`config.mk`:
```
export PLATFORM = sky130hd
export DESIGN_NAME = roslab_ram
export DESIGN_NICKNAME = d
export VERILOG_FILES = /design/src/rtl/core/roslab_ram.sv
export SDC_FILE = /design/constraint.sdc
export NUM_CORES = 1
export LEC_CHECK = 0
export BUFFER_PORTS_ARGS = -buffer_cell sky130_fd_sc_hd__buf_2
export CAP_MARGIN = 0
export CORE_MARGIN = 3
export CORE_UTILIZATION = 50
export CTS_CLUSTER_DIAMETER = 50
export DETAILED_ROUTE_END_ITERATION = 8
export PLACE_DENSITY_LB_ADDON = 0.05
export SLEW_MARGIN = 40
export SYNTH_ARGS = -nofsm -noshare
export SYNTH_HDL_FRONTEND = slang
export SYNTH_SLANG_ARGS = --single-unit
```
`constraint.sdc`:
```
create_clock -name clk -period 9.9 [get_ports clk]
set_input_delay 1.98 -clock clk [delete_from_list [all_inputs] [get_ports clk]]
set_output_delay 1.98 -clock clk [all_outputs]
set_load 0.01 [all_outputs]
```
`src/rtl/core/roslab_ram.sv`:
```
// Generic single-port-write, single-port-read RAM with registered read data.
module roslab_ram #(
  parameter int WIDTH = 96,
  parameter int DEPTH = 8
) (
  input  logic                     clk,
  input  logic                     we,
  input  logic [$clog2(DEPTH)-1:0] waddr,
  input  logic [WIDTH-1:0]         wdata,
  input  logic [$clog2(DEPTH)-1:0] raddr,
  output logic [WIDTH-1:0]         rdata
);

  logic [WIDTH-1:0] mem [DEPTH];

  always_ff @(posedge clk) begin
    if (we) begin
      mem[waddr] <= wdata;
    end
    rdata <= mem[raddr];
  end

endmodule

```
# --- Yosys cells after proc, flatten, opt, wreduce, memory -nomap -nowiden ---
# Memories as Yosys holds them, arrays and structs flattened. A register that Yosys moved wholly into a read port is not among the register bits.
# Index checks and enable logic that the tools add are counted.
word_totals:
  inputBits: 104
  output_inout_bits: 96
  mem_bits_rw: 768
  reg_bits: 0
  word_cells: 3
  n_memories: 1
op_classes:
  muxes: 2
memory_table:
  columns: ["name", "depth", "word_bits", "read_ports", "rd_clocked_by_memory_dff", "wr", "line_no", "source"]
  rows:
  - ["mem", 8, 96, 1, 1, 1, "14", "logic [WIDTH-1:0] mem [DEPTH];"]
op_table:
  columns: ["op", "n"]
  rows:
  - ["$mux W1", 2]

# --- Logic depth before layout (Yosys ltp) ---
depth:
  depth_word: 2
  mapped_depth: 5
  mapped_depth_nobuf: 2

# --- Worst setup path before layout ---
# OpenSTA, ideal clock, no wires.
synth_timing:
  path_kind: "in2reg"
  startpoint: "input port waddr[2]"
  endpoint: "memory mem[0][0], enable pin"
  t_arrival_ns: 8.654
  required_ns: 9.230
  n_path_buf: 0
  stages: 2
  setup_ns: 0.670
  path_slack_ns: 0.576
  cell_sequence: "nand2b_1 -> nor3_1"
synth_lines:
  columns: ["element", "line_no", "source"]
  rows:
  - ["start, declared", "8", "input logic [$clog2(DEPTH)-1:0] waddr,"]
  - ["end, declared", "14", null]
# No word-level cell before the write port.

# --- Worst setup path after layout ---
layout_timing:
  startpoint: "input port waddr[2]"
  endpoint: "memory mem[1][63], enable pin"
# No word-level cell before the write port.

==> out/metrics.yaml <==
num-nets-final: 1588
tightest_slew_ps: 824
dr_wl_met2_um: 29600
grt_setup_unrepaired: "no"
clock_latency_ps: 630
place_inst: 2169
wl_met1_um: 25900
crit_path_start: "waddr[2]"
leakage_nw: 11.9
critPathKind: "in -> reg"
die_area_mm2: 0.0646
grt_max_degree: 98
syn_to_final_growth_pct: 16.8
initial_core_util_pct: 50.8
num_io_pins: 200
yosysMostFrequentCell: "edfxtp_1"
holdPathStages: 2
yosysTopAreaCell: "edfxtp_1"
async_flop_share_pct: 0
cts_root_buf: "clkbuf_16"
post-place-ws_ps: 5400
cts_sinks: 864
hold_viol: 0
fillers: 4346
r2r_setup_slack_ps: 8640
yosys_warnings: 0
regArea_mm2: 0.0250
viasPerCell: 5.56
dr_wl_met3_um: 2870
grt_pass1_vias: 14022
ir_drop_mv: 0.144
cap_viol_max_count: 0
skew_ps: 14.6
critPathArrivalTime_ps: 4050
status: "completed"
overflow: 0
min_to: "rdata[86]$_DFF_P_"
reg2reg_depth: 2
synth.distinct_cells: 12
holdCritStartpoint: "mem[5][86]$_DFFE_PP_"
wl_per_cell_um: 25.3
core_mm2: 0.0607
cts_tree: "yes"
synth_top_area_share_pct: 74.9
post_cts_buffers: 0
cts_hold_buf: 0
cts.clk_slew.worst_paths_ps: 60
gp_routability_congestion: 0.692
cts_resized: 0
dr.pass1.iters: 4
die_x_um: 254
final_cells: 2351
setup_ws_ps: 6100
multi_input_area_mm2: 0.00552
syn_area_mm2: 0.0308
drcViolationCount: 0
cts_inserted_buffers: 95
rows: 90
ys_top_cells_by_count: "768 x edfxtp_1, 192 x mux4_2, 96 x dfxtp_1, 96 x mux2_2"
final.setup.tns_ps: 0
r2r-start: "mem[0][74]$_DFFE_PP_"
synth_ff_type: "edfxtp_1"
die-height_um: 254
grt_pass1_wl_um: 88900
stdcell_area_mm2: 0.0360
cts_htree_levels: 3
highest_layer: "met5"
synth_edf_count: 768
worstReg2RegEnd: "rdata[74]$_DFF_P_"
timing.fmax_mhz: 263
hold_class: "reg -> reg"
dpl_cell_area_mm2: 0.0327
syn_inst: 1219
critPathRequiredTime_ps: 10150
cp-end-kind: "flop"
start_kind: "input pin"
synth-seq-cells: 864
antenna_found_initial: 10
p_per_area_mw_per_mm2: 225
place.port_buffers: 199
clock_path_buffers: 3
slew_headroom_pct: 45.1
finalCritPeriodShare_pct: 38.4
grt_usage_pct: 18.9
syn_avg_cell_area_um2: 25.3
yosysSeqAreaShare_pct: 81.1
postRouteAntennaNets: 0
yosys-top-cells-area: "edfxtp_1 75%, mux4_2 14%, dfxtp_1 6.2%"
drive_above_1_share_pct: 42.6
timing.hold.ws_ps: 673
hpwlAfterDp_um: 30300
wirelength_um: 59500
first_iter_violations: 958
synth_nets: 1323
fin_crit_ps: 3800
drv_slew: 0
setup_viol: 0
vias: 13062
crit_fanout: 50
==> flip-flops by register name (all words and copies together), names as in the netlist <==
signal,count
mem,768
rdata,96
==> layout by cell type, fill, tap and decap left out <==
cell        count
mux2_2         96
buf_6          13
buf_4          10
clkbuf_1       23
dfxtp_1        96
nand2b_1        3
clkinv_2       12
clkinvlp_4      4
buf_8           1
bufinv_16      10
inv_8           3
buf_16          1
inv_16          1
diode_2         3
inv_6          10
clkinv_1        7
nor2_4          6
edfxtp_1      768
clkinv_4        2
nor3_2          2
clkbuf_8       10
buf_2         196
clkinv_8        2
clkbuf_16      96
mux4_2        192
nand2_1         2
==> critical path, cell delays in order <==
cell and delay [ps]:
buf_2 100, nand2b_1 290, nor2_4 390, buf_6 560, buf_4 670
==> final cells by class <==
cell class / instances / share of cell area (%)
flip-flops and latches: 864 / 69.5
multi-input cells: 301 / 15.3
clock buffers: 128 / 7.23
repair buffers: 222 / 3.53
well taps: 782 / 2.72
clock inverters: 51 / 1.69
diodes: 3 / 0.0209
==> routing by layer <==
metal,global-route usage [%],vias to the layer above
li1,-,5712
met1,26.5,6976
met2,30.7,271
met3,4.18,93
met4,4.78,10
met5,0,-
==> worst max-delay path by stage <==
stage / endpoint / slack, ps
final: mem[1][63]$_DFFE_PP_ / 6100
after floorplan: mem[0][0]$_DFFE_PP_ / 580
after detailed placement: mem[1][60]$_DFFE_PP_ / 5400
after CTS: mem[1][63]$_DFFE_PP_ / 6070
after global routing: mem[1][64]$_DFFE_PP_ / 5950
after global placement: mem[1][69]$_DFFE_PP_ / 5170
==> per-stage QoR <==
stage / power (W) / util (%)
2_1_floorplan: 0.00447 / -
3_3_place_gp: 0.00463 / 53.8
3_5_place_dp: 0.00464 / 54.0
4_1_cts: 0.00819 / 59.2
5_1_grt: 0.00837 / 59.2
6_report: 0.00808 / 59.3
==> logic make-up after synthesis <==
| logic type | synth area share, % |
|---|---|
| multiplexers | 17.5 |
| buffers and inverters | 1.16 |
| flip-flops | 81.1 |
| AND/OR/NAND/NOR | 0.191 |
==> power by group <==
part | total (W) | internal (W) | switching [W]
Sequential | 0.00416 | 0.00412 | 0.0000405
Combinational | 0.000391 | 0.000183 | 0.000209
Clock | 0.00353 | 0.00213 | 0.00140
Total | 0.00808 | 0.00643 | 0.00165
Power figures use the tool's default switching activity.
