$ cat config.mk
export PLATFORM = sky130hd
export DESIGN_NAME = roslab_mul
export DESIGN_NICKNAME = d
export VERILOG_FILES = /design/src/rtl/core/roslab_pkg.sv /design/src/rtl/core/roslab_mul.sv
export SDC_FILE = /design/constraint.sdc
export NUM_CORES = 2
export LEC_CHECK = 0
export BUFFER_PORTS_ARGS = -buffer_cell sky130_fd_sc_hd__buf_2
export CAP_MARGIN = 20
export CORE_AREA = 3 3 257 208
export CTS_BUF_LIST = sky130_fd_sc_hd__clkbuf_16
export DETAILED_ROUTE_END_ITERATION = 6
export DIE_AREA = 0 0 260 211
export PLACE_DENSITY = 0.82
export SETUP_SLACK_MARGIN = 0.05
export SYNTH_ARGS = -nofsm -noshare
export SYNTH_HDL_FRONTEND = slang
export SYNTH_SLANG_ARGS = --single-unit
$ cat constraint.sdc
create_clock -name clk -period 19.9 [get_ports clk]
set_input_delay 3.98 -clock clk [delete_from_list [all_inputs] [get_ports clk]]
set_output_delay 3.98 -clock clk [all_outputs]
set_load 0.1 [all_outputs]
$ cat src/rtl/core/roslab_pkg.sv
// Shared types, constants and helpers for the ray versus oriented-box slab test.
package roslab_pkg;

  localparam int COORD_WIDTH_DEF = 32;
  localparam int FRAC_BITS_DEF = 16;
  localparam int FIELD_W = 32;
  localparam int VAL_W = 64;
  localparam int MAG_W = 63;
  localparam int QCAP_EXP = 40;
  localparam int DIG_W = 16;
  localparam int THR_W = 17;
  localparam int DIST_W = 33;
  localparam int CFG_IDX_W = 1;

  localparam logic signed [VAL_W-1:0] VAL_LIM = 64'sh3FFF_FFFF_FFFF_FFFF;

  localparam logic [CFG_IDX_W-1:0] CFG_PARALLEL_THRESHOLD = 1'd0;
  localparam logic [CFG_IDX_W-1:0] CFG_MAX_DISTANCE = 1'd1;

  typedef struct packed {
    logic [2:0]                mode;
    logic signed [FIELD_W-1:0] coord_x;
    logic signed [FIELD_W-1:0] coord_y;
    logic signed [FIELD_W-1:0] coord_z;
    logic                      evaluate;
  } item_t;

  typedef struct packed {
    logic              hit;
    logic [DIST_W-1:0] distance;
  } result_t;

  function automatic logic signed [VAL_W-1:0] sat_add(input logic signed [VAL_W-1:0] a,
                                                      input logic signed [VAL_W-1:0] b);
    logic signed [VAL_W:0] s;
    s = {a[VAL_W-1], a} + {b[VAL_W-1], b};
    if (s > (VAL_W+1)'(VAL_LIM)) begin
      return VAL_LIM;
    end else if (s < -((VAL_W+1)'(VAL_LIM))) begin
      return -VAL_LIM;
    end
    return s[VAL_W-1:0];
  endfunction

endpackage

$ cat src/rtl/core/roslab_mul.sv
// Digit-serial signed fixed-point multiplier with truncation and saturation.
module roslab_mul import roslab_pkg::*; #(
  parameter int OPW = COORD_WIDTH_DEF + 1,
  parameter int FRAC_BITS = FRAC_BITS_DEF
) (
  input  logic                    clk,
  input  logic                    rst,
  input  logic                    start,
  input  logic signed [OPW-1:0]   a,
  input  logic signed [OPW-1:0]   b,
  output logic                    done,
  output logic signed [VAL_W-1:0] p
);

  localparam int NDIG = (OPW + DIG_W - 1) / DIG_W;
  localparam int BW = NDIG * DIG_W;
  localparam int PW = OPW + BW;
  localparam int CMPW = (PW > VAL_W) ? PW : VAL_W;
  localparam int CNTW = $clog2(NDIG + 1);

  logic                    busy;
  logic                    fin;
  logic [CNTW-1:0]         cnt;
  logic [OPW-1:0]          amag;
  logic [BW-1:0]           bsh;
  logic [PW-1:0]           acc;
  logic                    neg;
  logic [OPW+DIG_W-1:0]    prod;
  logic [PW-1:0]           rs;
  logic                    sat;
  logic signed [VAL_W-1:0] m;

  always_comb begin
    prod = amag * bsh[BW-1 -: DIG_W];
    rs = acc >> FRAC_BITS;
    sat = CMPW'(rs) > CMPW'($unsigned(VAL_LIM));
    m = sat ? VAL_LIM : $signed(VAL_W'(rs));
  end

  always_ff @(posedge clk) begin
    if (rst) begin
      busy <= 1'b0;
      fin <= 1'b0;
      done <= 1'b0;
    end else begin
      done <= 1'b0;
      if (start && !busy && !fin) begin
        busy <= 1'b1;
        cnt <= '0;
        acc <= '0;
        amag <= a[OPW-1] ? OPW'(-a) : OPW'(a);
        bsh <= BW'(b[OPW-1] ? OPW'(-b) : OPW'(b));
        neg <= a[OPW-1] ^ b[OPW-1];
      end else if (busy) begin
        acc <= (acc << DIG_W) + PW'(prod);
        bsh <= bsh << DIG_W;
        cnt <= cnt + 1'b1;
        if (cnt == CNTW'(NDIG - 1)) begin
          busy <= 1'b0;
          fin <= 1'b1;
        end
      end else if (fin) begin
        fin <= 1'b0;
        done <= 1'b1;
        p <= neg ? -m : m;
      end
    end
  end

endmodule

# Word-level counts from Yosys, hierarchy flattened
# Cells that the tools add are included.
# W data, S select, Z words.
# word_totals
regBits	232
# op_classes
n_addsub	5
multipliers	1
n_lt_le_gt_ge	1
n_eq_ne	2
muxes	14
bitwise	4
n_reduce_logical	10
# ops
op	count
$mux W48	3
$mux W64	2
$add A81 B49 Y81	1
$mux W81	1
$neg A33 Y33	2
$gt A65 B62 Y1 const B	1
$neg A64 Y64	1
$mul A33 B16 Y49	1
$mux W32	1
$mux W1	6
$reduce_and A2 Y1	3
$reduce_and A4 Y1	1
$not A1 Y1	3
$reduce_or A3 Y1	1
$add A2 B1 Y2 const B	1
$eq A2 B2 Y1 const B	1
$logic_and A1 B1 Y1	2
$logic_not A1 Y1	2
$mux W2	1
$ne A2 B1 Y1 const B	1
$reduce_bool A2 Y1	1
$xor A1 B1 Y1	1

# Logic depth before layout (Yosys ltp)
# depth
depth_word	5
depth_mapped	24

# Worst setup path before layout
# OpenSTA, ideal clock, no wires.
# synth_timing
path_type	input to register
from	input port start
to	register acc[0], enable pin
setup_ns	0.622
t_arrival_ns	10.418
required_time_ns	19.278
path_slack_ns	8.860
path_stages	4
path_buffers	1
path_cell_list	nor3b_1 clkbuf_1 nor2_1 nor2_1
# synth_between
elab_chain_cells	4
# synth_lines
element	line_no	rtl
start: declaration	roslab_mul.sv:8	input logic start,
$logic_and A1 B1 Y1 (2 in series)	roslab_mul.sv:47	if (start && !busy && !fin) begin
$reduce_bool A2 Y1 (no line)	--	
$reduce_and A2 Y1 (no line)	--	
end signal: assignment	roslab_mul.sv:55	acc <= (acc << DIG_W) + PW'(prod);
end: declaration	roslab_mul.sv:26	logic [PW-1:0] acc;
# No other way between the ends.
# A chain may end at the register's enable or synchronous reset.

# Worst setup path after layout
# layout_timing
from	register bsh[38]
to	register acc[63] (data pin)
# layout_between
elab_chain_cells	3
# layout_lines
element	line_no	rtl
start: declaration	roslab_mul.sv:25	logic [BW-1:0] bsh;
start signal: assignment	roslab_mul.sv:52	bsh <= BW'(b[OPW-1] ? OPW'(-b) : OPW'(b));
start signal: assignment	roslab_mul.sv:56	bsh <= bsh << DIG_W;
$mul A33 B16 Y49	roslab_mul.sv:34	prod = amag * bsh[BW-1 -: DIG_W];
$add A81 B49 Y81	roslab_mul.sv:55	
$mux W81	roslab_mul.sv:54	end else if (busy) begin
# No other way between the ends. The select of a mux whose other input is x is not followed.

==> impl_metrics.env <==
export IMPL_crit_path_start_kind="flip-flop"
export IMPL_globalRouteMet2Util_pct=48.5
export IMPL_cts_setup_buffers=0
export IMPL_final_layout_size_suffix_gt1_share_pct=6.70
export IMPL_peak_per_stage_delay_on_the_critical_path_ns=0.63
export IMPL_placement_rows=74
export IMPL_timing_critical_path_cells="buf_4 -> nand2_1 -> fa_1 -> inv_1 -> fa_1 -> inv_1 -> fa_1 -> fa_1 -> inv_1 -> fa_1 -> inv_1 -> fa_1 -> inv_1 -> ha_1 -> o21ai_0 -> o21ai_0 -> o21ai_0 -> a311oi_1 -> o21ai_0 -> o21ai_0 -> a31oi_1 -> a41o_1"
export IMPL_drtAntennaViolNets=0
export IMPL_slew_violations=0
export IMPL_post_cts_resized_instances=0
export IMPL_clock_sinks=232
export IMPL_timing_hold_violations_final=0
export IMPL_routed_via_density=6.01
export IMPL_hold_path_startpoint="bsh[23]"
export IMPL_worst_hold_path_endpoint="bsh[39]"
export IMPL_worst_endpoint_required_ns=20.23
export IMPL_r2r_setup_slack_ns=12.23
export IMPL_area_growth_pct=6.54
export IMPL_hold_path_class="reg2reg"
export IMPL_coreArea_sq_um=51000
export IMPL_number_of_synthesis_warnings=0
export IMPL_worst_setup_skew_after_layout_ns=0.0158
export IMPL_worstSkewPairLatency_ns=0.57
export IMPL_postCtsHoldBufs=0
export IMPL_grt_busiest_layer="met2"
export IMPL_worst_setup_hold_path_clk_slew_ns=0.06
export IMPL_synth_net_count=3998
export IMPL_critical_path_slowest_cell="sky130_fd_sc_hd__fa_1"
export IMPL_totalWireLength_mm=85.4
export IMPL_via_count=24400
export IMPL_grt_max_degree=78
export IMPL_post_synthesis_instance_area_sq_um=30500
export IMPL_clock_tree_htree_level_count=1
export IMPL_groute_layer_met3_usage_pct=7.55
export IMPL_setup_violations=0
export IMPL_final_period_utilization_pct=38.5
export IMPL_flip_flop_and_latch_count_after_synthesis=232
export IMPL_finalNetCount=4027
export IMPL_rsz_0062_raised_after_global_routing="no"
export IMPL_critical_path_most_common_cell="sky130_fd_sc_hd__fa_1"
export IMPL_place_port_buffers=133
export IMPL_grt_pass1_wl_mm=137
export IMPL_netlist_instances=3323
export IMPL_fillerInstances=4053
export IMPL_max_freq_mhz=130
export IMPL_die_h_um=211
export IMPL_diodes=0
export IMPL_grt_remaining_overflow=0
export IMPL_worst_ep_arrival_time_ns=8.00
export IMPL_synth_cell_type_count=74
export IMPL_r2r_cells=22
export IMPL_reg2reg_to="acc[63]"
export IMPL_initial_utilization_pct=59.8
export IMPL_drv_cap=0
export IMPL_drtIter0Drc=3146
export IMPL_crit_path_time_final_ns=7.67
export IMPL_timing_hold_worst_path_depth=2
export IMPL_grt_antenna_before_repair=3
export IMPL_grt_total_usage_pct=31.9
export IMPL_timing_hold_ws_ns=0.517
export IMPL_status="finished clean"
export IMPL_detail_route_first_pass_iterations=6
export IMPL_drt_wirelength_per_cell_um=21.1
export IMPL_clock_tree_buffer_depth=3
export IMPL_clock_tree_from_tritoncts="yes"
export IMPL_ctsRootBufferMaster="sky130_fd_sc_hd__clkbuf_16"
export IMPL_endpoint_kind="flip-flop"
export IMPL_slew_headroom_pct=21.0
export IMPL_total_negative_slack_for_setup_checks_ns=0
export IMPL_floorplan_die_width_um=260
export IMPL_gr_usage_met1_pct=45.8
export IMPL_cts_buffers=27
export IMPL_remaining_drc_errors=0
export IMPL_worst_setup_path_type="reg2reg"
export IMPL_r2r_start="bsh[38]"
export IMPL_synth_main_ff_cell="sky130_fd_sc_hd__edfxtp_1"
export IMPL_place_congestion=1.01
export IMPL_grt_pass1_vias=25000
export IMPL_asyncSetResetFlopFracSynth_pct=0
export IMPL_hpwl_mm=64.0
export IMPL_cp_max_fanout=28
export IMPL_synth_enable_flop_cells=229
export IMPL_post_synth_cell_area_avg_sq_um=9.18
export IMPL_pin_slew_with_the_least_headroom_to_its_limit_ns=1.17
export IMPL_top_level_ports=134
export IMPL_die_area_sq_um=54900
export IMPL_ys_seq_area_share_pct=22.7
[registers in the layout, summed over array words and instances (netlist names)]
register and flops:
acc 81, bsh 48, neg 1, cnt 2
p 64, fin 1, amag 33, busy 1
done 1
[cell families (layout without fill, tap and decap cells)]
family                   after synthesis  in the layout  share of synthesized area, %
AO/OA/AOI/OAI                        380            380                          8.25
AND/OR/NAND/NOR                     1185           1185                          18.9
XOR/XNOR                             132            132                          3.79
flip-flops                           232            232                          22.7
adder cells (fa/ha/maj)              606            606                          36.3
buffers and inverters                773            821                          9.52
multiplexers                          15             15                         0.496
[critical path: cells and delay by family, from the launching register on]
family / cells / cell delay, ns
flops: 1 / 0.56
compound gates: 8 / 2.33
fa+ha+maj: 7 / 3.61
buf+inv: 6 / 0.77
simple gates: 1 / 0.14
[cells in the mapped netlist, types with 68 or more instances]
| master | count | area (sq um) |
|---|---|---|
| sky130_fd_sc_hd__clkbuf_1 | 154 | 578 |
| sky130_fd_sc_hd__nor2_1 | 163 | 612 |
| sky130_fd_sc_hd__a21oi_1 | 81 | 405 |
| sky130_fd_sc_hd__edfxtp_1 | 229 | 6880 |
| sky130_fd_sc_hd__inv_1 | 612 | 2300 |
| sky130_fd_sc_hd__fa_1 | 465 | 9310 |
| sky130_fd_sc_hd__and2_1 | 239 | 1500 |
| sky130_fd_sc_hd__ha_1 | 141 | 1760 |
| sky130_fd_sc_hd__o21ai_0 | 102 | 510 |
| sky130_fd_sc_hd__xor2_1 | 68 | 596 |
| sky130_fd_sc_hd__nand2_1 | 495 | 1860 |
[layout by cell type, fill, tap and decap left out, types with 7 or more instances in the layout]
master and n:
sky130_fd_sc_hd__buf_2 133, sky130_fd_sc_hd__o311ai_0 8, sky130_fd_sc_hd__a21oi_1 81, sky130_fd_sc_hd__fa_1 465, sky130_fd_sc_hd__o41ai_1 10, sky130_fd_sc_hd__o31ai_1 31
sky130_fd_sc_hd__ha_1 141, sky130_fd_sc_hd__inv_1 617, sky130_fd_sc_hd__nand2b_1 24, sky130_fd_sc_hd__o21ai_0 102, sky130_fd_sc_hd__or4_1 20, sky130_fd_sc_hd__or3_1 28
sky130_fd_sc_hd__o211ai_1 7, sky130_fd_sc_hd__o21a_1 19, sky130_fd_sc_hd__o21bai_1 9, sky130_fd_sc_hd__edfxtp_1 229, sky130_fd_sc_hd__a31oi_1 11, sky130_fd_sc_hd__a211oi_1 15
sky130_fd_sc_hd__nand3_1 35, sky130_fd_sc_hd__or2_2 8, sky130_fd_sc_hd__and2_1 239, sky130_fd_sc_hd__and3_1 22, sky130_fd_sc_hd__a21o_1 25, sky130_fd_sc_hd__mux2i_1 14
sky130_fd_sc_hd__xnor2_1 64, sky130_fd_sc_hd__nor2_1 161, sky130_fd_sc_hd__nor3_1 64, sky130_fd_sc_hd__buf_4 25, sky130_fd_sc_hd__clkbuf_16 27, sky130_fd_sc_hd__clkinv_1 7
sky130_fd_sc_hd__nand4_1 25, sky130_fd_sc_hd__xor2_1 68, sky130_fd_sc_hd__nand2_1 495, sky130_fd_sc_hd__nor2b_1 9, sky130_fd_sc_hd__a211o_1 7, sky130_fd_sc_hd__nor4_1 16
[per-stage QoR]
stage          area, sq um  cells  utilization [%]  setup slack (ns)
3_3_place_gp         31600   4004             62.0             12.11
3_5_place_dp         31700   4005             62.1             12.35
5_1_grt              32500   4055             63.7             11.83
2_1_floorplan        30500   3323                -              8.86
4_1_cts              32500   4053             63.6             12.32
6_report             32500   4055             63.7             12.23
[layer usage]
layer | share of wire, % | routed length [um]
met3 | 12 | 10600
met5 | 0.015 | 13
met4 | 3.5 | 2990
met2 | 44 | 37500
met1 | 40 | 34300
[area by class of cell]
cell class,count,area (sq um),share of cell area [%]
well taps,684,856,2.63
repair buffers,161,906,2.79
inverters,612,2300,7.07
clock inverters,21,134,0.412
multi-input cells,2318,20700,63.7
clock buffers,27,676,2.08
flip-flops and latches,232,6940,21.3
[worst max-delay path by stage]
stage,start,to,slack [ns],cells past startpoint
floorplan,start,acc[0],8.86,4
global placement,bsh[47],acc[62],12.11,21
detailed placement,bsh[38],acc[73],12.35,21
CTS,bsh[38],acc[73],12.32,22
global route,bsh[38],acc[63],11.83,22
finish,bsh[38],acc[63],12.23,22
Power is not shown: default switching activity piles up to over one toggle a cycle in this logic, so the estimate is an artifact.
