**src/rtl/core/roslab_pkg.sv**
```systemverilog
// Shared types, constants and helpers for the ray versus oriented-box slab test.
package roslab_pkg;

  localparam int COORD_WIDTH_DEF = 32;
  localparam int FRAC_BITS_DEF = 16;
  localparam int FIELD_W = 32;
  localparam int VAL_W = 64;
  localparam int MAG_W = 63;
  localparam int QCAP_EXP = 40;
  localparam int DIG_W = 16;
  localparam int THR_W = 17;
  localparam int DIST_W = 33;
  localparam int CFG_IDX_W = 1;

  localparam logic signed [VAL_W-1:0] VAL_LIM = 64'sh3FFF_FFFF_FFFF_FFFF;

  localparam logic [CFG_IDX_W-1:0] CFG_PARALLEL_THRESHOLD = 1'd0;
  localparam logic [CFG_IDX_W-1:0] CFG_MAX_DISTANCE = 1'd1;

  typedef struct packed {
    logic [2:0]                mode;
    logic signed [FIELD_W-1:0] coord_x;
    logic signed [FIELD_W-1:0] coord_y;
    logic signed [FIELD_W-1:0] coord_z;
    logic                      evaluate;
  } item_t;

  typedef struct packed {
    logic              hit;
    logic [DIST_W-1:0] distance;
  } result_t;

  function automatic logic signed [VAL_W-1:0] sat_add(input logic signed [VAL_W-1:0] a,
                                                      input logic signed [VAL_W-1:0] b);
    logic signed [VAL_W:0] s;
    s = {a[VAL_W-1], a} + {b[VAL_W-1], b};
    if (s > (VAL_W+1)'(VAL_LIM)) begin
      return VAL_LIM;
    end else if (s < -((VAL_W+1)'(VAL_LIM))) begin
      return -VAL_LIM;
    end
    return s[VAL_W-1:0];
  endfunction

endpackage

```
**src/rtl/core/roslab_div.sv**
```systemverilog
// Bit-serial restoring divider for signed fixed-point quotients with a magnitude cap.
module roslab_div import roslab_pkg::*; #(
  parameter int FRAC_BITS = FRAC_BITS_DEF
) (
  input  logic                    clk,
  input  logic                    rst,
  input  logic                    start,
  input  logic signed [VAL_W-1:0] n,
  input  logic signed [VAL_W-1:0] d,
  output logic                    done,
  output logic signed [VAL_W-1:0] q
);

  localparam int SH = QCAP_EXP - FRAC_BITS;
  localparam int NW = MAG_W + FRAC_BITS;
  localparam int CNTW = $clog2(QCAP_EXP + 1);

  logic [MAG_W-1:0]    un;
  logic [MAG_W-1:0]    ud;
  logic [NW-1:0]       nfull;
  logic                ovf;
  logic                busy;
  logic [CNTW-1:0]     cnt;
  logic [VAL_W-1:0]    r;
  logic [MAG_W-1:0]    dv;
  logic [QCAP_EXP-1:0] nsh;
  logic [QCAP_EXP-1:0] qb;
  logic                neg;
  logic [VAL_W-1:0]    rt;
  logic                ge;
  logic [QCAP_EXP-1:0] qb_next;
  logic [VAL_W-1:0]    mag;

  always_comb begin
    un = n[VAL_W-1] ? MAG_W'(-n) : MAG_W'(n);
    ud = d[VAL_W-1] ? MAG_W'(-d) : MAG_W'(d);
    nfull = {un, {FRAC_BITS{1'b0}}};
    ovf = {{SH{1'b0}}, un} >= {ud, {SH{1'b0}}};
    rt = {r[VAL_W-2:0], nsh[QCAP_EXP-1]};
    ge = rt >= VAL_W'(dv);
    qb_next = {qb[QCAP_EXP-2:0], ge};
    mag = VAL_W'(qb_next);
  end

  always_ff @(posedge clk) begin
    if (rst) begin
      busy <= 1'b0;
      done <= 1'b0;
    end else begin
      done <= 1'b0;
      if (start && !busy) begin
        neg <= n[VAL_W-1] ^ d[VAL_W-1];
        if (ovf) begin
          done <= 1'b1;
          q <= (n[VAL_W-1] ^ d[VAL_W-1]) ? -(VAL_W'(1) << QCAP_EXP)
                                          : (VAL_W'(1) << QCAP_EXP);
        end else begin
          busy <= 1'b1;
          cnt <= '0;
          r <= VAL_W'(nfull[NW-1:QCAP_EXP]);
          nsh <= nfull[QCAP_EXP-1:0];
          dv <= ud;
          qb <= '0;
        end
      end else if (busy) begin
        r <= ge ? rt - VAL_W'(dv) : rt;
        nsh <= nsh << 1;
        qb <= qb_next;
        cnt <= cnt + 1'b1;
        if (cnt == CNTW'(QCAP_EXP - 1)) begin
          busy <= 1'b0;
          done <= 1'b1;
          q <= neg ? -$signed(mag) : $signed(mag);
        end
      end
    end
  end

endmodule

```
**config.mk**
```make
export PLATFORM = sky130hd
export DESIGN_NAME = roslab_div
export DESIGN_NICKNAME = d
export VERILOG_FILES = /design/src/rtl/core/roslab_pkg.sv /design/src/rtl/core/roslab_div.sv
export SDC_FILE = /design/constraint.sdc
export NUM_CORES = 1
export LEC_CHECK = 0
export BUFFER_PORTS_ARGS = -buffer_cell sky130_fd_sc_hd__buf_2
export CELL_PAD_IN_SITES_DETAIL_PLACEMENT = 1
export CELL_PAD_IN_SITES_GLOBAL_PLACEMENT = 1
export CORE_AREA = 2 2 208 230
export DETAILED_ROUTE_END_ITERATION = 7
export DIE_AREA = 0 0 210 232
export PLACE_DENSITY = 0.8
export SLEW_MARGIN = 20
export SYNTH_ARGS = -nofsm -noshare
export SYNTH_HDL_FRONTEND = slang
export SYNTH_SLANG_ARGS = --single-unit
```
**constraint.sdc**
```tcl
create_clock -name clk -period 25.5 [get_ports clk]
set_input_delay 3.825 -clock clk [delete_from_list [all_inputs] [get_ports clk]]
set_output_delay 3.825 -clock clk [all_outputs]
set_load 0.01 [all_outputs]
```
# Word-level counts from Yosys, hierarchy flattened
# Cells that the tools add are included.
[word_totals]
regBits = 278
output_inout_bits = 65
elab_cells = 59
[op_classes]
n_addsub = 5
magnitude_cmp = 2
eq_ne = 3
mux = 29
n_bitwise = 3
reduce_logical = 8
[op_table]
columns = ["cell", "n"]
rows = [
  ["2-to-1 mux 64 bit", 6],
  ["2-to-1 mux 63 bit", 6],
  ["negation 63 bit", 2],
  ["2-to-1 mux 40 bit", 3],
  ["2-to-1 mux 39 bit", 3],
  ["greater-or-equal comparator 63 x 87 -> 1 bit", 1],
  ["greater-or-equal comparator 64 x 63 -> 1 bit", 1],
  ["negation 40 -> 64 bit", 1],
  ["subtractor 63 bit", 1],
  ["2-to-1 mux 6 bit", 3],
  ["2-to-1 mux 1 bit", 8],
  ["adder 6 x 1 -> 6 bit (second input constant)", 1],
  ["== test 6 bit (second input constant)", 1],
  ["AND reduction 3 bit", 2],
  ["inequality test 2 bit (second input constant)", 2],
  ["AND reduction 4 bit", 1],
  ["nonzero test 2 bit", 2],
  ["NOT 1 bit", 2],
  ["AND reduction 2 bit", 1],
  ["logical AND 1 bit", 1],
  ["zero test 1 bit", 1],
  ["bitwise XOR 1 bit", 1],
]

# Longest topological paths before layout
# Gate-level depths: netlist (run 1).
[logic_depth]
ltp_word = 6
depth_mapped = 21
mapped_depth_nobuf = 20

# Worst setup path before layout (run 1)
# Ideal clock, no wire load.
[synth_path]
path_type = "input -> register"
startpoint = "in n[10]"
endpoint = "reg q[0] (enable)"
setup_ns = 0.661
arrival_time_ns = 14.088
slack_ns = 10.752
cell_stages = 18
n_path_buf = 1
cell_sequence = "or3_1 -> nor4b_2 -> nand3_1 -> or3_1 -> clkbuf_1 -> or3_1 -> o31a_1 -> xor2_1 -> ha_1 -> nand4_1 -> nor2_1 -> nand4_1 -> nor3_1 -> nand4_1 -> nor4_1 -> a211o_1 -> o211ai_1 -> o41ai_1"
[synth_between]
elab_chain_len = 5
[synth_rtl]
columns = ["element", "line", "text"]
rows = [
  ["start, declared", "roslab_div.sv:8", "input logic signed [VAL_W-1:0] n,"],
  ["negation 63 bit", "roslab_div.sv:35", "un = n[VAL_W-1] ? MAG_W'(-n) : MAG_W'(n);"],
  ["2-to-1 mux 63 bit *", "roslab_div.sv:35", ""],
  ["greater-or-equal comparator 63 x 87 -> 1 bit *", "roslab_div.sv:38", "ovf = {{SH{1'b0}}, un} >= {ud, {SH{1'b0}}};"],
  ["inequality test 2 bit (no line) *", "-", ""],
  ["AND reduction 4 bit (no line) *", "-", ""],
  ["end signal, assigned", "roslab_div.sv:55", "q <= (n[VAL_W-1] ^ d[VAL_W-1]) ? -(VAL_W'(1) << QCAP_EXP)"],
  ["end signal, assigned", "roslab_div.sv:73", "q <= neg ? -$signed(mag) : $signed(mag);"],
  ["end, declared", "roslab_div.sv:11", "output logic signed [VAL_W-1:0] q"],
]
# Mark *: on every way between the ends. The rest lies on a longest branch, timed or not.
# A chain may end at the register's enable or synchronous reset.

# Worst setup path after layout (run 1)
[layout_path]
startpoint = "in n[8]"
endpoint = "reg r[34] (enable)"
[layout_between]
elab_chain_len = 5
[layout_rtl]
columns = ["element", "line", "text"]
rows = [
  ["negation 63 bit", "roslab_div.sv:35", ""],
  ["2-to-1 mux 63 bit *", "roslab_div.sv:35", ""],
  ["greater-or-equal comparator 63 x 87 -> 1 bit *", "roslab_div.sv:38", ""],
  ["inequality test 2 bit (no line) *", "-", ""],
  ["AND reduction 3 bit (no line) *", "-", ""],
  ["end signal, assigned", "roslab_div.sv:60", "r <= VAL_W'(nfull[NW-1:QCAP_EXP]);"],
  ["end signal, assigned", "roslab_div.sv:66", "r <= ge ? rt - VAL_W'(dv) : rt;"],
  ["end, declared", "roslab_div.sv:24", "logic [VAL_W-1:0] r;"],
]
# Marks and branches as above.

==> results of run 1 <==
==> worst max-delay path: stages <==
cell and delay (ns):
buf_2 0.13, or3_1 0.44, nor4b_2 0.58, nand3_1 0.35, or3_1 0.59, or3_1 0.46, o31ai_1 0.31, xnor2_1 0.20
ha_1 0.29, nand4_1 0.14, nor2_1 0.07, nand4_1 0.10, nor3_1 0.09, nand4_1 0.11, nor4_1 0.06, a211o_1 0.33
o211ai_1 0.56, o21ai_1 0.20, a21oi_4 0.88, buf_4 0.59, buf_4 0.82
==> registers in the layout, indices dropped and copies added, names as in the netlist <==
name / flops
busy: 1
nsh: 24
q: 64
dv: 63
qb: 39
neg: 1
done: 1
r: 63
cnt: 6
==> placed cells by master (no fill, tap or decap), types with 8 or more instances in the layout <==
cell type / count
buf_4: 15
o211ai_1: 8
buf_2: 195
nor4_1: 13
ha_1: 106
xor2_1: 113
and3_1: 9
edfxtp_1: 260
o31a_1: 8
o31ai_1: 51
nand2b_1: 24
or4_1: 18
nand2_1: 204
inv_1: 137
a21o_1: 42
nand4_1: 33
and2_1: 13
clkbuf_16: 31
o41ai_1: 28
o21bai_1: 20
nor2_1: 157
xnor2_1: 101
nor3_1: 26
nand3_1: 38
a21oi_1: 144
or2_2: 11
or3_1: 31
o21ai_0: 152
a31oi_1: 21
nor2b_1: 51
a211oi_1: 9
==> where the power goes <==
group	total [W]	switching, W	internal, W
clock	0.000473	0.000188	0.000285
combinational	0.000373	0.000235	0.000138
sequential	0.000533	0.0000158	0.000517
total	0.00138	0.000439	0.000941
==> cells by family (layout without fill, tap and decap cells) <==
| group | after synthesis | after routing | synth area share |
|---|---|---|---|
| and+or+nand+nor | 667 | 667 | 0.178 |
| AOI/OAI and AO/OA | 543 | 543 | 0.182 |
| DFF | 262 | 262 | 0.416 |
| buffers and inverters | 230 | 404 | 0.0462 |
| xor gates and xnor gates | 214 | 214 | 0.0994 |
| adders and majority gates | 107 | 107 | 0.0714 |
| muxes | 12 | 12 | 0.00677 |
| other | 0 | 5 | 0 |
==> final timing paths <==
kind | slack [ns] | to | startpoint | cells past startpoint
worst min-delay path | 0.51 | busy | busy | 2
worst max register to register | 20.07 | q[40] | nsh[39] | 18
worst min register to register | 0.51 | busy | busy | 2
worst max-delay path | 14.49 | r[34] | n[8] | 21
==> metrics by stage <==
step                instances  total power, W  worst slack, ns
CTS                      2804         0.00139            14.46
finish                   2809         0.00138            14.49
global placement         2748        0.000892            14.16
global route             2807         0.00145            13.95
detailed placement       2748        0.000908            13.90
floorplan                2035        0.000798            10.75
==> routing by layer <==
layer / wire length, um / vias up / share of wire / track usage
met4: 1660 / 8 / 0.029 / 0.0751
met2: 26900 / 428 / 0.47 / 0.393
met1: 25300 / 7847 / 0.45 / 0.298
met5: 55 / - / 0.00097 / 0
li1: - / 7689 / - / -
met3: 2790 / 104 / 0.049 / 0.0318
==> area by class of cell <==
cell class | count | area [um2]
fillers | 5350 | 25000
multi-input cells | 1543 | 10200
flip-flops and latches | 262 | 7850
repair buffers | 210 | 1090
clock buffers | 36 | 795
well taps | 595 | 744
inverters | 138 | 518
clock inverters | 20 | 285
diodes | 5 | 12.5
==> qor.yml, run 1 <==
status: "finished clean"
overflow: 0
wl_per_cell_um: 20.2
setup_viol: 0
grt_pass1_vias: 16700
min_period_ns: 11.01
cts_tree: "built"
wl_um: 56700
drc_errors: 0
antenna_found_initial: 10
netlist_area_mm2: 0.0189
ios: 196
ys_warn_count: 0
cts_buffers: 30
grt_pass1_wl_um: 89800
clock.fmax_ghz: 0.0908
cp_max_fo: 66
rsz0062_at_grt: "false"
crit_required_ns: 25.69
cts_resized: 0
vias: 16100
critPathCaptureType: "flip-flop"
synth.most_common_cell: "edfxtp_1"
synthesis.nets: 2273
synth.yosys.seq_area_share: 0.416
ir_drop_mv: 0.0420
cts_root_buf: "clkbuf_16"
synth-main-ff-cell: "edfxtp_1"
synth_area_per_cell_um2: 9.27
die_x_um: 210
core_area_mm2: 0.0464
post_dp_cell_area_mm2: 0.0204
start_kind: "input port"
gp_congestion: 0.920
design_area_mm2: 0.0215
hold_class: "flip-flop to flip-flop"
yosysTopAreaCell: "edfxtp_1"
grt_util_all_layers: 0.229
power.density_mw_per_mm2: 64.3
die_h_um: 232
fin_util: 0.462
yosys-top-cells-area: "edfxtp_1 (41%), ha_1 (7.0%), xor2_1 (5.2%), xnor2_1 (4.7%), nand2_1 (4.1%)"
area_growth_pct: 13.8
worst_slew_pin_slew_ns: 1.08
grt_max_degree: 86
initialDrtViolationCount: 933
fin_nets: 2423
ant_nets: 0
postCtsHoldBufs: 0
synth_top_cell_area_share: 0.414
slew_headroom: 0.281
synth_common_cells: "edfxtp_1 (260), nand2_1 (205), nor2_1 (157), o21ai_0 (152), a21oi_1 (145)"
worstPathArrival_ns: 11.20
fin_crit_sh: 0.432
ys_ff_latch: 262
netlist_instances: 2035
path_class: "input port to flip-flop"
ys_async_sr_fraction: 0
htreeDepth: 1
final.setup.tns_ns: 0
viasPerCell: 5.72
maxCapViolations: 0
start_util: 0.406
drive_gt1_frac: 0.139
cts_sinks: 262
std_cell_rows: 83
die_area_mm2: 0.0487
drv_slew: 0
synth.distinct_cells: 81
whs_ns: 0.509
skew_ns: 0.0194
post_cts_buffers: 0
timing.final.hold_violations: 0
clock_path_buffers: 3
insertion_delay_ns: 0.58
io_buffers: 195
synth_edf_count: 260
hpwl_um: 42600
leakagePower_nw: 8.51
drt_pre_antenna_iters: 5
clk_pin_slew_worst_paths_ns: 0.06
Power figures use the tool's default switching activity.
==> run 2, diff against run 1 <==
PLACE_DENSITY = 0.82   (was 0.8)
clock period = 9.8 ns   (was 25.5 ns; I/O delays follow)
==> run 2 against run 1 <==
Against the previous run: final cell count decreased by 0.11%; global-route usage increased by 0.081 points; hold slack improved by 0.0052 ns; via count increased by 0.88%; sequential power increased to 2.6 times the previous value; register-to-register slack got worse by 16 ns; count of clock-buffer cells in the layout decreased by 3; first-iteration DRC count increased by 3.6%; largest cell class unchanged; sequential share of layout area increased by 0.094 points; die area unchanged.
==> qor.yml, run 2 (synthesis results as in run 1) <==
leakagePower_nw: 8.50
switching_power_w: 0.00114
largest_reg_flops: 64
insertion_delay_ns: 0.57
pwr-share-comb: 0.280
path_class: "input port to flip-flop"
worstPathArrival_ns: 7.59
viasPerCell: 5.78
ant_nets: 0
drv_slew: 0
power.density_mw_per_mm2: 163
crit_path_max_incr_delay_ns: 0.71
status: "finished clean"
cts_buffers: 28
skew_ns: 0.0184
p_sw_frac: 0.326
fin_nets: 2422
ios: 196
crit_required_ns: 9.99
rsz0062_at_grt: "false"
grt_max_degree: 113
drive_gt1_frac: 0.138
final_cell_mix: "edfxtp_1 (260), nand2_1 (204), buf_2 (195)"
io_buffers: 195
overflow: 0
antenna_found_initial: 7
maxCapViolations: 0
use_met3: 0.0235
power.internal_w: 0.00236
setup_viol: 0
grt_pass1_vias: 16800
drt_pre_antenna_iters: 5
clock.fmax_ghz: 0.135
grt_util_all_layers: 0.230
post_dp_cell_area_mm2: 0.0204
htreeDepth: 1
busiest_layer: "met2"
initialDrtViolationCount: 967
use_met1: 0.295
hpwl_um: 43900
ir_drop_mv: 0.123
start_util: 0.406
top_regs: "q: 64 flops, dv: 63 flops, r: 63 flops"
cts_sinks: 262
clk_pin_slew_worst_paths_ns: 0.07
critPathCaptureType: "flip-flop"
final.setup.tns_ns: 0
slew_headroom: 0.263
power_frac_seq: 0.397
die_x_um: 210
worstPathCellList: "buf_2 -> or3_1 -> nor4b_2 -> nand3_1 -> or3_1 -> or3_1 -> o31ai_1 -> xnor2_1 -> ha_1 -> nand4_1 -> nor2_1 -> nand4_1 -> nor3_1 -> nand4_1 -> nor4_1 -> a211o_1 -> o211ai_1 -> o21ai_1 -> a21oi_4 -> buf_4"
cts_tree: "built"
grt_pass1_wl_um: 90000
cts_resized: 0
hold_class: "flip-flop to flip-flop"
gp_congestion: 0.948
postCtsHoldBufs: 0
total_power_w: 0.00350
std_cell_rows: 83
clock_path_buffers: 3
final_common_cell: "edfxtp_1"
cts_root_buf: "clkbuf_16"
wl_um: 57300
vias: 16200
cp_max_fo: 58
start_kind: "input port"
die_h_um: 232
post_cts_buffers: 0
fin_crit_sh: 0.755
design_area_mm2: 0.0214
grtUsageMet2: 0.399
core_area_mm2: 0.0464
area_growth_pct: 13.5
drc_errors: 0
post_layout_nonfiller_instances: 2806
place_inst: 2748
largest-register: "q"
worst_slew_pin_slew_ns: 1.09
crit_slowest_cell: "buf_4"
timing.final.hold_violations: 0
min_period_ns: 7.40
wl_per_cell_um: 20.4
p_clk_frac: 0.323
die_area_mm2: 0.0487
run 2: power groups by stage:
stage	Sequential, W	Combinational, W	Clock [W]
6_report	0.00139	0.000980	0.00113
5_1_grt	0.00140	0.00108	0.00119
4_1_cts	0.00139	0.000969	0.00115
3_5_place_dp	0.00141	0.000958	0
3_3_place_gp	0.00141	0.000911	0
2_1_floorplan	0.00140	0.000672	0
run 2: per-stage QoR:
stage	hold WS, ns	setup slack (ns)	util
floorplan	0.439	0.377	-
global placement	0.496	2.06	0.439
detailed placement	0.513	1.83	0.439
CTS	0.524	2.43	0.460
global route	0.545	2.08	0.461
finish	0.514	2.40	0.461
run 2: final timing paths:
kind	from	to	slack (ns)	cells after the start
min	busy	busy	0.51	2
min reg2reg	busy	busy	0.51	2
max reg2reg	nsh[39]	q[40]	4.34	17
max	n[10]	nsh[33]	2.40	20
run 2: metal layers:
| metal | vias to the layer above | routed length [um] |
|---|---|---|
| met2 | 459 | 27500 |
| li1 | 7693 | - |
| met3 | 123 | 2780 |
| met4 | 0 | 2100 |
| met5 | - | 0 |
| met1 | 7942 | 24900 |
run 2: area by class of cell:
class / count / area (um2)
fillers: 5324 / 25000
multi-input cells: 1543 / 10200
flip-flops and latches: 262 / 7850
repair buffers: 211 / 1130
well taps: 595 / 744
clock buffers: 33 / 741
inverters: 138 / 518
clock inverters: 19 / 220
diodes: 5 / 12.5
run 2: critical path: cells and delay by family:
kind | cells | cell delay (ns)
buffers and inverters | 2 | 0.83
xor gates and xnor gates | 1 | 0.21
AOI/OAI and AO/OA | 5 | 1.75
and+or+nand+nor | 11 | 2.94
adders and majority gates | 1 | 0.30
==> run 3, diff against run 2 <==
PLACE_DENSITY = 0.8   (was 0.82)
clock period = 6.98 ns   (was 9.8 ns; I/O delays follow)
==> run 3 against run 2 <==
Against the previous run: sequential power is 40% higher; count of clock-buffer cells in the layout fell by 1; non-clock buffer count increased by 20; critical path type unchanged; total power up 45%; first-iteration DRC count grew 7.0%; clock skew rose by 0.0093 ns; flip-flop and latch count did not move; critical endpoint is now q[12]; sequential share of layout area decreased by 0.63 points; global-route usage grew 0.43 points; final cell count rose by 0.86%; hold slack better by 0.010 ns.
==> qor.yml, run 3 (synthesis results as in run 1) <==
insertion_delay_ns: 0.60
worst_slew_pin_slew_ns: 1.01
gp_congestion: 0.940
drive_gt1_frac: 0.152
post_dp_cell_area_mm2: 0.0207
wl_um: 57700
io_buffers: 195
critPathCaptureType: "flip-flop"
grt_pass1_wl_um: 91700
drt_pre_antenna_iters: 5
hold_class: "flip-flop to flip-flop"
core_area_mm2: 0.0464
std_cell_rows: 83
post_cts_buffers: 0
overflow: 0
leakagePower_nw: 8.67
timing.final.hold_violations: 0
final_cell_mix: "edfxtp_1 (260), nand2_1 (204), buf_2 (195)"
htreeDepth: 1
start_util: 0.406
drv_slew: 0
antenna_found_initial: 4
rsz0062_at_grt: "false"
startpoint: "n[14]"
skew_ns: 0.0277
hpwl_um: 44300
wl_per_cell_um: 20.4
postCtsHoldBufs: 0
largest_reg_flops: 64
largest-register: "q"
clk_pin_slew_worst_paths_ns: 0.06
die_x_um: 210
clock.fmax_ghz: 0.156
grt_pass1_vias: 16900
min_period_ns: 6.41
rr_worst_depth: 16
ir_drop_mv: 0.199
cts_root_buf: "clkbuf_16"
viasPerCell: 5.74
cts_buffers: 30
start_kind: "input port"
ios: 196
setup_viol: 0
nFillCells: 5266
path_class: "input port to flip-flop"
fin_nets: 2444
whs_ns: 0.525
min_from: "nsh[21]"
top_regs: "q: 64 flops, dv: 63 flops, r: 63 flops"
total_power_w: 0.00507
slew_headroom: 0.317
die_area_mm2: 0.0487
clock_path_buffers: 3
fin_crit_sh: 0.918
ant_nets: 0
cts_tree: "built"
vias: 16200
status: "finished clean"
cts_sinks: 262
cp_max_fo: 64
grt_util_all_layers: 0.234
worstPathArrival_ns: 6.65
power.density_mw_per_mm2: 233
drc_errors: 0
rr_startpoint: "r[1]"
area_growth_pct: 15.5
grt_max_degree: 83
maxCapViolations: 0
final_common_cell: "edfxtp_1"
min_path_cells: 2
die_h_um: 232
cts_resized: 0
crit_required_ns: 7.23
initialDrtViolationCount: 1035
fin_util: 0.469
design_area_mm2: 0.0218
[run 3: changes by cell type in the layout (fill, tap and decap cells not counted), moves of 2 or more]
cell	previous run	this run
buf_12	0	6
buf_4	13	29
bufinv_16	4	6
clkbuf_1	4	2
clkinv_1	5	3
clkinv_4	6	3
clkinvlp_4	0	6
o31ai_1	51	48
o31ai_2	3	6
or3_1	31	29
or3_4	2	4
[run 3: worst max-delay path, stage by stage]
cell and delay, ns:
buf_2 0.14, or3_1 0.43, nor3_1 0.55, nand2_1 0.14, or4_1 0.61, or2_1 0.30
o31ai_2 0.27, xnor2_1 0.14, ha_1 0.31, nand4_1 0.13, nor2_1 0.22, nand4_1 0.12
nor3_1 0.24, nand4_1 0.13, nor4_1 0.40, a211o_1 0.21, o211ai_1 0.27, buf_4 0.26
o41ai_4 0.34, buf_12 0.34
[run 3: worst paths after layout]
| check | endpoint | slack (ns) |
|---|---|---|
| worst max register to register | q[40] | 1.68 |
| worst min register to register | nsh[22] | 0.52 |
| worst max-delay path | q[12] | 0.57 |
| worst min-delay path | nsh[22] | 0.52 |
[run 3: through the flow]
step	setup TNS, ns	instances	setup WS (ns)
final	0	2830	0.571
after CTS	0	2824	0.605
after detailed placement	0	2768	0.0744
after global placement	0	2768	0.289
after floorplan	-86.00	2035	-0.506
after global routing	0	2830	0.384
[run 3: routing by layer]
| metal | routed length [um] | track usage | part of all wire |
|---|---|---|---|
| met5 | 0 | 0 | 0 |
| met3 | 2670 | 0.0246 | 0.046 |
| met2 | 28100 | 0.406 | 0.49 |
| met1 | 25500 | 0.310 | 0.44 |
| met4 | 1430 | 0.0676 | 0.025 |
[run 3: where the power goes]
part	internal [W]	switching [W]	leakage [nW]
clock	0.00102	0.000711	0.509
sequential	0.00189	0.0000599	2.46
combinational	0.000519	0.000872	5.70
[run 3: final cells by class]
type	instances	area, um2	area share
diodes	5	12.5	0.000574
repair buffers	231	1330	0.0610
clock buffers	32	758	0.0348
flip-flops and latches	262	7850	0.360
inverters	138	518	0.0238
clock inverters	24	327	0.0150
multi-input cells	1543	10200	0.470
well taps	595	744	0.0342
